File: src/sv/qat_pkg.sv
`timescale 1ns / 1ps

package qat_pkg;

	localparam int unsigned BYTE_W  = 8;
	localparam int unsigned SLASH_W = 8;
	localparam int unsigned ARGS_W  = 8;

	// Saturation limits for the running counters
	localparam logic [SLASH_W-1:0] MAX_SLASH_RUN = 8'd255;
	localparam logic [ARGS_W-1:0]  MAX_ARGS      = 8'd255;

	// Character codes
	localparam logic [BYTE_W-1:0] CH_NUL   = 8'h00;
	localparam logic [BYTE_W-1:0] CH_SPACE = 8'h20;
	localparam logic [BYTE_W-1:0] CH_TAB   = 8'h09;
	localparam logic [BYTE_W-1:0] CH_CR    = 8'h0D;
	localparam logic [BYTE_W-1:0] CH_LF    = 8'h0A;
	localparam logic [BYTE_W-1:0] CH_QUOTE = 8'h22;
	localparam logic [BYTE_W-1:0] CH_SLASH = 8'h5C;

	// Running tokenizer state
	typedef struct packed {
		logic               inside_arg;
		logic               inside_quote;
		logic               quote_pending;
		logic [SLASH_W-1:0] slash_run;
		logic [ARGS_W-1:0]  arg_counter;
	} qat_state_t;

	// One result transaction
	typedef struct packed {
		logic [SLASH_W-1:0] out_slashes;
		logic               char_valid;
		logic [BYTE_W-1:0]  out_byte;
		logic               end_arg;
		logic               end_line;
		logic [ARGS_W-1:0]  arg_total;
	} qat_result_t;

	// Argument separator outside quotes
	function automatic logic is_sep(input logic [BYTE_W-1:0] c);
		return c inside {CH_SPACE, CH_TAB, CH_CR, CH_LF};
	endfunction

endpackage

File: src/sv/qat_step.sv
`timescale 1ns / 1ps

module qat_step (
	input  logic                       clk,
	input  logic                       arst_n,
	input  logic                       advance,
	input  logic [qat_pkg::BYTE_W-1:0] byte_s1,
	output logic                       emit,
	output qat_pkg::qat_result_t       result,
	output qat_pkg::qat_state_t        state_q
);
	import qat_pkg::*;

	qat_state_t state_d;

	// Next state and result for the byte in the input register
	always_comb begin
		logic handled;
		logic silent;
		logic [SLASH_W-1:0] slashes;
		logic cv;
		logic [BYTE_W-1:0] ob;
		logic ea;
		logic el;

		state_d = state_q;
		handled = 1'b0;
		silent  = 1'b0;
		slashes = '0;
		cv      = 1'b0;
		ob      = '0;
		ea      = 1'b0;
		el      = 1'b0;

		if (byte_s1 == CH_NUL) begin
			// line end: flush held backslashes, close argument, clear all
			if (state_q.inside_arg) begin
				slashes = state_q.slash_run;
				ea      = 1'b1;
			end
			el      = 1'b1;
			state_d = '0;
		end else begin
			// second quote of a doubled quote pair
			if (state_q.quote_pending) begin
				state_d.quote_pending = 1'b0;
				if (byte_s1 == CH_QUOTE) begin
					cv      = 1'b1;
					ob      = byte_s1;
					handled = 1'b1;
				end
			end

			// separators between arguments are dropped; anything else opens one
			if (!handled && !state_q.inside_arg) begin
				if (is_sep(byte_s1)) begin
					silent = 1'b1;
				end else begin
					state_d.inside_arg = 1'b1;
					if (state_q.arg_counter < MAX_ARGS)
						state_d.arg_counter = state_q.arg_counter + 1'b1;
				end
			end

			if (!handled && !silent) begin
				if (byte_s1 == CH_SLASH) begin
					if (state_q.slash_run < MAX_SLASH_RUN)
						state_d.slash_run = state_q.slash_run + 1'b1;
					silent = 1'b1;
				end else begin
					if (byte_s1 == CH_QUOTE) begin
						slashes = state_q.slash_run >> 1;
						if (state_q.slash_run[0]) begin
							cv = 1'b1;
							ob = byte_s1;
						end else if (state_q.inside_quote) begin
							state_d.inside_quote  = 1'b0;
							state_d.quote_pending = 1'b1;
						end else begin
							state_d.inside_quote = 1'b1;
						end
					end else if (is_sep(byte_s1) && !state_q.inside_quote) begin
						slashes            = state_q.slash_run;
						ea                 = 1'b1;
						state_d.inside_arg = 1'b0;
					end else begin
						slashes = state_q.slash_run;
						cv      = 1'b1;
						ob      = byte_s1;
					end
					state_d.slash_run = '0;
				end
			end
		end

		emit = el || (!silent && ((slashes != '0) || cv || ea));
		result.out_slashes = slashes;
		result.char_valid  = cv;
		result.out_byte    = ob;
		result.end_arg     = ea;
		result.end_line    = el;
		result.arg_total   = (byte_s1 == CH_NUL) ? state_q.arg_counter : state_d.arg_counter;
	end

	// State register, updated once per consumed byte
	always_ff @(posedge clk or negedge arst_n) begin
		if (!arst_n) begin
			state_q <= '0;
		end else if (advance) begin
			state_q <= state_d;
		end
	end

endmodule

File: src/sv/qat_out_reg.sv
`timescale 1ns / 1ps

module qat_out_reg (
	input  logic                 clk,
	input  logic                 arst_n,
	input  logic                 load,
	input  qat_pkg::qat_result_t result,
	input  logic                 out_ready,
	output logic                 out_valid,
	output qat_pkg::qat_result_t held
);
	import qat_pkg::*;

	logic        valid_q;
	qat_result_t data_q;

	// Valid flag: set on load, cleared when the transaction is taken
	always_ff @(posedge clk or negedge arst_n) begin
		if (!arst_n) begin
			valid_q <= 1'b0;
		end else if (load) begin
			valid_q <= 1'b1;
		end else if (out_ready) begin
			valid_q <= 1'b0;
		end
	end

	// Payload, no reset needed
	always_ff @(posedge clk) begin
		if (load) begin
			data_q <= result;
		end
	end

	assign out_valid = valid_q;
	assign held      = data_q;

endmodule

File: src/sv/quoted_argument_tokenizer_top.sv
`timescale 1ns / 1ps
// Channel  | Handshake           | Payload
// input    | in_valid/in_ready   | in_byte
// output   | out_valid/out_ready | out_slashes, char_valid, out_byte, end_arg,
//          |                     | end_line, arg_total
//
// One byte per clock sustained while the output is not stalled. A byte is held in the
// input register, decoded against the running state, and its result (if any) is
// loaded into the output register when the byte is consumed.
// Reset (arst_n low) clears the state, the argument count and both valid flags.
// A stalled output holds the input register; in_ready drops only while the
// input register is full and its result cannot be written.

module quoted_argument_tokenizer_top (
	input  logic                         clk,
	input  logic                         arst_n,
	input  logic                         in_valid,
	output logic                         in_ready,
	input  logic [qat_pkg::BYTE_W-1:0]   in_byte,
	output logic                         out_valid,
	input  logic                         out_ready,
	output logic [qat_pkg::SLASH_W-1:0]  out_slashes,
	output logic                         char_valid,
	output logic [qat_pkg::BYTE_W-1:0]   out_byte,
	output logic                         end_arg,
	output logic                         end_line,
	output logic [qat_pkg::ARGS_W-1:0]   arg_total
);
	import qat_pkg::*;

	logic              valid_s1;
	logic [BYTE_W-1:0] byte_s1;
	logic              out_free;
	logic              advance;
	logic              emit;
	qat_result_t       result;
	qat_result_t       held;
	qat_state_t        state_q;

	// Pipeline control
	assign out_free = !out_valid || out_ready;
	assign advance  = valid_s1 && out_free;
	assign in_ready = !valid_s1 || out_free;

	// Input register
	always_ff @(posedge clk or negedge arst_n) begin
		if (!arst_n) begin
			valid_s1 <= 1'b0;
		end else if (in_ready) begin
			valid_s1 <= in_valid;
		end
	end

	always_ff @(posedge clk) begin
		if (in_valid && in_ready) begin
			byte_s1 <= in_byte;
		end
	end

	qat_step u_step (
		.clk     (clk),
		.arst_n  (arst_n),
		.advance (advance),
		.byte_s1 (byte_s1),
		.emit    (emit),
		.result  (result),
		.state_q (state_q)
	);

	qat_out_reg u_out (
		.clk       (clk),
		.arst_n    (arst_n),
		.load      (advance && emit),
		.result    (result),
		.out_ready (out_ready),
		.out_valid (out_valid),
		.held      (held)
	);

	assign out_slashes = held.out_slashes;
	assign char_valid  = held.char_valid;
	assign out_byte    = held.out_byte;
	assign end_arg     = held.end_arg;
	assign end_line    = held.end_line;
	assign arg_total   = held.arg_total;

`ifndef SYNTHESIS
	// A consumed line end leaves the state fully cleared
	a_line_end_clears: assert property (@(posedge clk) disable iff (!arst_n)
		advance && byte_s1 == CH_NUL |=> state_q == '0)
		else $error("state not cleared after line end");

	// Input side stalls only behind a full input register and a blocked output
	a_stall_cause: assert property (@(posedge clk) disable iff (!arst_n)
		!in_ready |-> valid_s1 && out_valid && !out_ready)
		else $error("input stalled without cause");

	// A line end result never carries an argument byte
	a_end_line_no_char: assert property (@(posedge clk) disable iff (!arst_n)
		out_valid && end_line |-> !char_valid && out_byte == '0)
		else $error("line end carries a byte");

	// An argument can only end after one has been counted
	a_end_arg_counted: assert property (@(posedge clk) disable iff (!arst_n)
		out_valid && end_arg |-> arg_total != '0)
		else $error("argument ended with zero count");

	// Held backslashes exist only inside an argument
	a_run_in_arg: assert property (@(posedge clk) disable iff (!arst_n)
		state_q.slash_run != '0 |-> state_q.inside_arg)
		else $error("backslash run outside argument");
`endif

endmodule
File: config.mk
export PLATFORM = sky130hd
export DESIGN_NAME = quoted_argument_tokenizer_top
export DESIGN_NICKNAME = d
export VERILOG_FILES = /design/src/sv/qat_pkg.sv /design/src/sv/qat_step.sv /design/src/sv/qat_out_reg.sv /design/src/sv/quoted_argument_tokenizer_top.sv
export SDC_FILE = /design/constraint.sdc
export NUM_CORES = 1
export LEC_CHECK = 0
export BUFFER_PORTS_ARGS = -buffer_cell sky130_fd_sc_hd__buf_4
export CORE_UTILIZATION = 45
export CTS_CLUSTER_DIAMETER = 120
export CTS_CLUSTER_SIZE = 30
export DETAILED_ROUTE_END_ITERATION = 12
export GPL_TIMING_DRIVEN = 0
export HOLD_SLACK_MARGIN = 0.15
export MAX_ROUTING_LAYER = met4
export PLACE_DENSITY = 0.65
export SYNTH_ARGS = -nofsm -noshare
export SYNTH_HDL_FRONTEND = slang
export SYNTH_SLANG_ARGS = --single-unit
File: constraint.sdc
create_clock -name clk -period 4.9 [get_ports clk]
set_input_delay 0.98 -clock clk [delete_from_list [all_inputs] [get_ports clk]]
set_output_delay 0.98 -clock clk [all_outputs]
set_load 0.005 [all_outputs]
==> impl_metrics.ini <==
[placement]
dpl.hpwl_um = 4330
routabilityCongestion = 0.857
post-place-ws_ns = 1.77
io_buffers = 40
place_inst = 382

[clock_network]
clock-sinks = 56
cts_max_level = 2
clock_latency_ns = 0.31
cts_inserted_buffers = 5
cts_setup_buffers = 0
path_clk_slew_ns = 0.10
cts-resized-gates = 0
ctsRootBufferMaster = clkbuf_8
postCtsHoldBufs = 0
clk_path_buf_depth = 2
cts_tree = done

[timing]
relSlewSlack_pct = 35.6
finalCriticalPeriod_ns = 3.14
finalSetupViolations = 0
hold_viol_final = 0
fmax_mhz = 318
fin_ws_ns = 1.76
tns_ns = 0
finalMaxSlewViolations = 0
tightest_slew_ns = 0.965
finalClockSkew_ns = 0.00960
min_period_over_period_pct = 64.2
rsz0062_at_grt = no

[detailed_routing]
wire_per_inst_um = 15.9
drc = 0
ant_nets = 0
drtPass1Iterations = 4
vias = 2245
drt-vias-per-instance = 5.76
route.final.wire_length_um = 6200
drtIter0Drc = 230

[setup_path]
path_cells = nor4_4 > nand2_2 > buf_6 > o21ai_0 > o22ai_1 > a31oi_4
path_max_fanout = 27
crit_path_start_kind = flip-flop
arrival_ns = 3.08
slowest_delay_ns = 0.82
worst_ep_required_time_ns = 4.83
end_kind = flip-flop
cp_slowest_cell = a31oi_4
crit_type = flip-flop to flip-flop

[global_routing]
grt_max_degree = 28
antenna_found_initial = 0
grt_overflow = 0
grt_pass1_wl_um = 10200
grt_util_all_layers_pct = 20.7
grt_pass1_vias = 2051

[power_and_ir_drop]
p_seq_share_pct = 57.8
ir_drop_mv = 0.144
power_frac_comb_pct = 12.2
clock_power_share_pct = 30.0
p_leak_nw = 1.32
p_int_mw = 0.755
pwr_density_cell_nw_per_um2 = 288
sw_frac_of_total_pct = 23.6
p_switching_mw = 0.233

[logic_synthesis]
yosys.area.top_type = edfxtp_1
synth_edf_count = 35
synth.area.top_cells = edfxtp_1 36%, dfrtp_1 18%, o21ai_0 3.8%
postSynthCellCount = 267
synth-main-ff-cell = edfxtp_1
ys_seq_area_share_pct = 54.0
synth_top_area_share_pct = 36.0
ys_ff_latch = 56
postSynth.asyncResetShare_pct = 37.5
yosys.cell_types.count = 53
netlist_area_um2 = 2920
synth_warnings = 0
synth_fp_nets = 281
syn_area_per_cell_um2 = 10.9

[finish]
syn2layout_area_growth_pct = 17.7
layout-drive-gt1-share_pct = 23.8
post-route-util_pct = 56.4
multi_input_area_um2 = 1270
final_cells = 390
diodes = 0
nFillCells = 557
register_area_um2 = 1580
nNetsFinal = 328

[floorplanning]
die_h_um = 82.6
die_w_um = 82.6
die_area_um2 = 6820
io_pins = 41
core_region_area_um2 = 6100
start_util_pct = 47.9
rows = 28

[run_status]
status = completed

[run]
cap_viol_max_count = 0

[min_path]
min_path_type = flip-flop to flip-flop
-- critical path: cells and delay by family, from the launching register on --
kind	cells	cell delay (ns)
and+or+nand+nor	2	0.73
AOI/OAI and AO/OA	3	1.34
buffers and inverters	1	0.20
DFF	1	0.50
-- cell type report --
cell class / count / area share, %
buffer: 12 / 2.00
clock buffer: 6 / 2.11
clock inverter: 2 / 1.02
inverter: 5 / 0.546
multi-input combinational: 194 / 37.0
sequential: 56 / 45.9
tap: 75 / 2.73
timing repair buffer: 40 / 8.74
-- power by group through the flow --
stage | clock network (mW) | registers, mW | logic [mW]
floorplan | 0 | 0.579 | 0.0620
global placement | 0 | 0.582 | 0.118
detailed placement | 0 | 0.582 | 0.121
CTS | 0.307 | 0.572 | 0.122
global route | 0.321 | 0.578 | 0.136
finish | 0.296 | 0.571 | 0.121
-- placed cells by master (no fill, tap or decap), types with 2 or more instances in the layout --
cell type / synthesis / routed
inv_1: 5 / 5
o31ai_1: 7 / 7
a41oi_1: 3 / 3
buf_6: 3 / 3
dfrtp_1: 21 / 21
nand4_1: 6 / 6
nor2b_1: 3 / 3
nand2_2: 6 / 6
a2111oi_2: 2 / 2
a22o_1: 5 / 5
xnor2_1: 4 / 4
nor4_1: 2 / 2
nand2_1: 14 / 14
buf_4: 0 / 40
o211ai_2: 2 / 2
and3_1: 9 / 9
o21ai_0: 22 / 22
a31oi_1: 8 / 7
clkbuf_8: 0 / 5
and2_1: 10 / 10
a211oi_1: 2 / 2
a21oi_1: 11 / 11
edfxtp_1: 35 / 35
clkbuf_1: 8 / 9
o21ai_1: 5 / 5
nor2_1: 24 / 24
nand3_1: 14 / 14
o21bai_1: 2 / 2
nor3b_1: 2 / 2
ha_1: 2 / 2
nand2b_1: 6 / 6
-- Yosys cell counts, drive strengths merged (3+ instances only) --
cell type  number
buf             4
dfrtp          21
and2           10
nor2b           3
clkbuf          8
o31ai           7
nand3          14
inv             5
xnor2           4
o21ai          27
nor2           25
a22o            5
edfxtp         35
a21oi          12
nor4            4
nand2          20
a41oi           3
and3            9
nand2b          6
a31oi           8
nand4           7
-- stage by stage --
stage	hold WS (ns)	area (µm²)	total power, mW
5_1_grt	0.559	3440	1.04
2_1_floorplan	0.485	2920	0.641
3_5_place_dp	0.519	3330	0.702
6_report	0.541	3440	0.988
3_3_place_gp	0.523	3310	0.700
4_1_cts	0.535	3440	1.00
-- layer usage --
layer | part of all wire [%] | wire, µm | track usage (%) | vias up
met5 | 0 | 0 | - | -
met4 | 1.8 | 110 | 6.38 | 0
met3 | 5.0 | 308 | 3.85 | 9
met2 | 46 | 2820 | 30.5 | 59
met1 | 48 | 2960 | 29.1 | 1075
li1 | - | - | - | 1102
-- logic make-up (layout without fill, tap and decap cells) --
logic type,after synthesis,in the layout,share of synthesized area [%]
buffers and inverters,17,65,3.00
xor gates and xnor gates,5,5,1.50
AOI/OAI and AO/OA,73,73,16.6
and+or+nand+nor,111,111,22.8
muxes,3,3,1.24
adders and majority gates,2,2,0.857
DFF,56,56,54.0
-- worst paths after layout --
kind                                               startpoint                       endpoint  slack, ns  depth (start not counted)
min in group asynchronous                              arst_n  u_step.state_q[3]$_DFFE_PN0P_       0.55                          1
worst min register to register  u_step.state_q[5]$_DFFE_PN0P_  u_step.state_q[5]$_DFFE_PN0P_       0.54                          1
worst min-delay path            u_step.state_q[5]$_DFFE_PN0P_  u_step.state_q[5]$_DFFE_PN0P_       0.54                          1
worst max-delay path                     byte_s1[4]$_DFFE_PP_   u_out.held[12]$_SDFFCE_PP0P_       1.76                          6
max in group asynchronous                              arst_n  u_step.state_q[4]$_DFFE_PN0P_       4.12                          1
worst max register to register           byte_s1[4]$_DFFE_PP_   u_out.held[12]$_SDFFCE_PP0P_       1.76                          6
-- flip-flops by register name, indices dropped and copies added (netlist names) --
register	flops
u_out.held	27
u_step.state_q	19
byte_s1	8
u_out.out_valid	1
valid_s1	1
No activity file was read; power rests on OpenSTA's default activity.
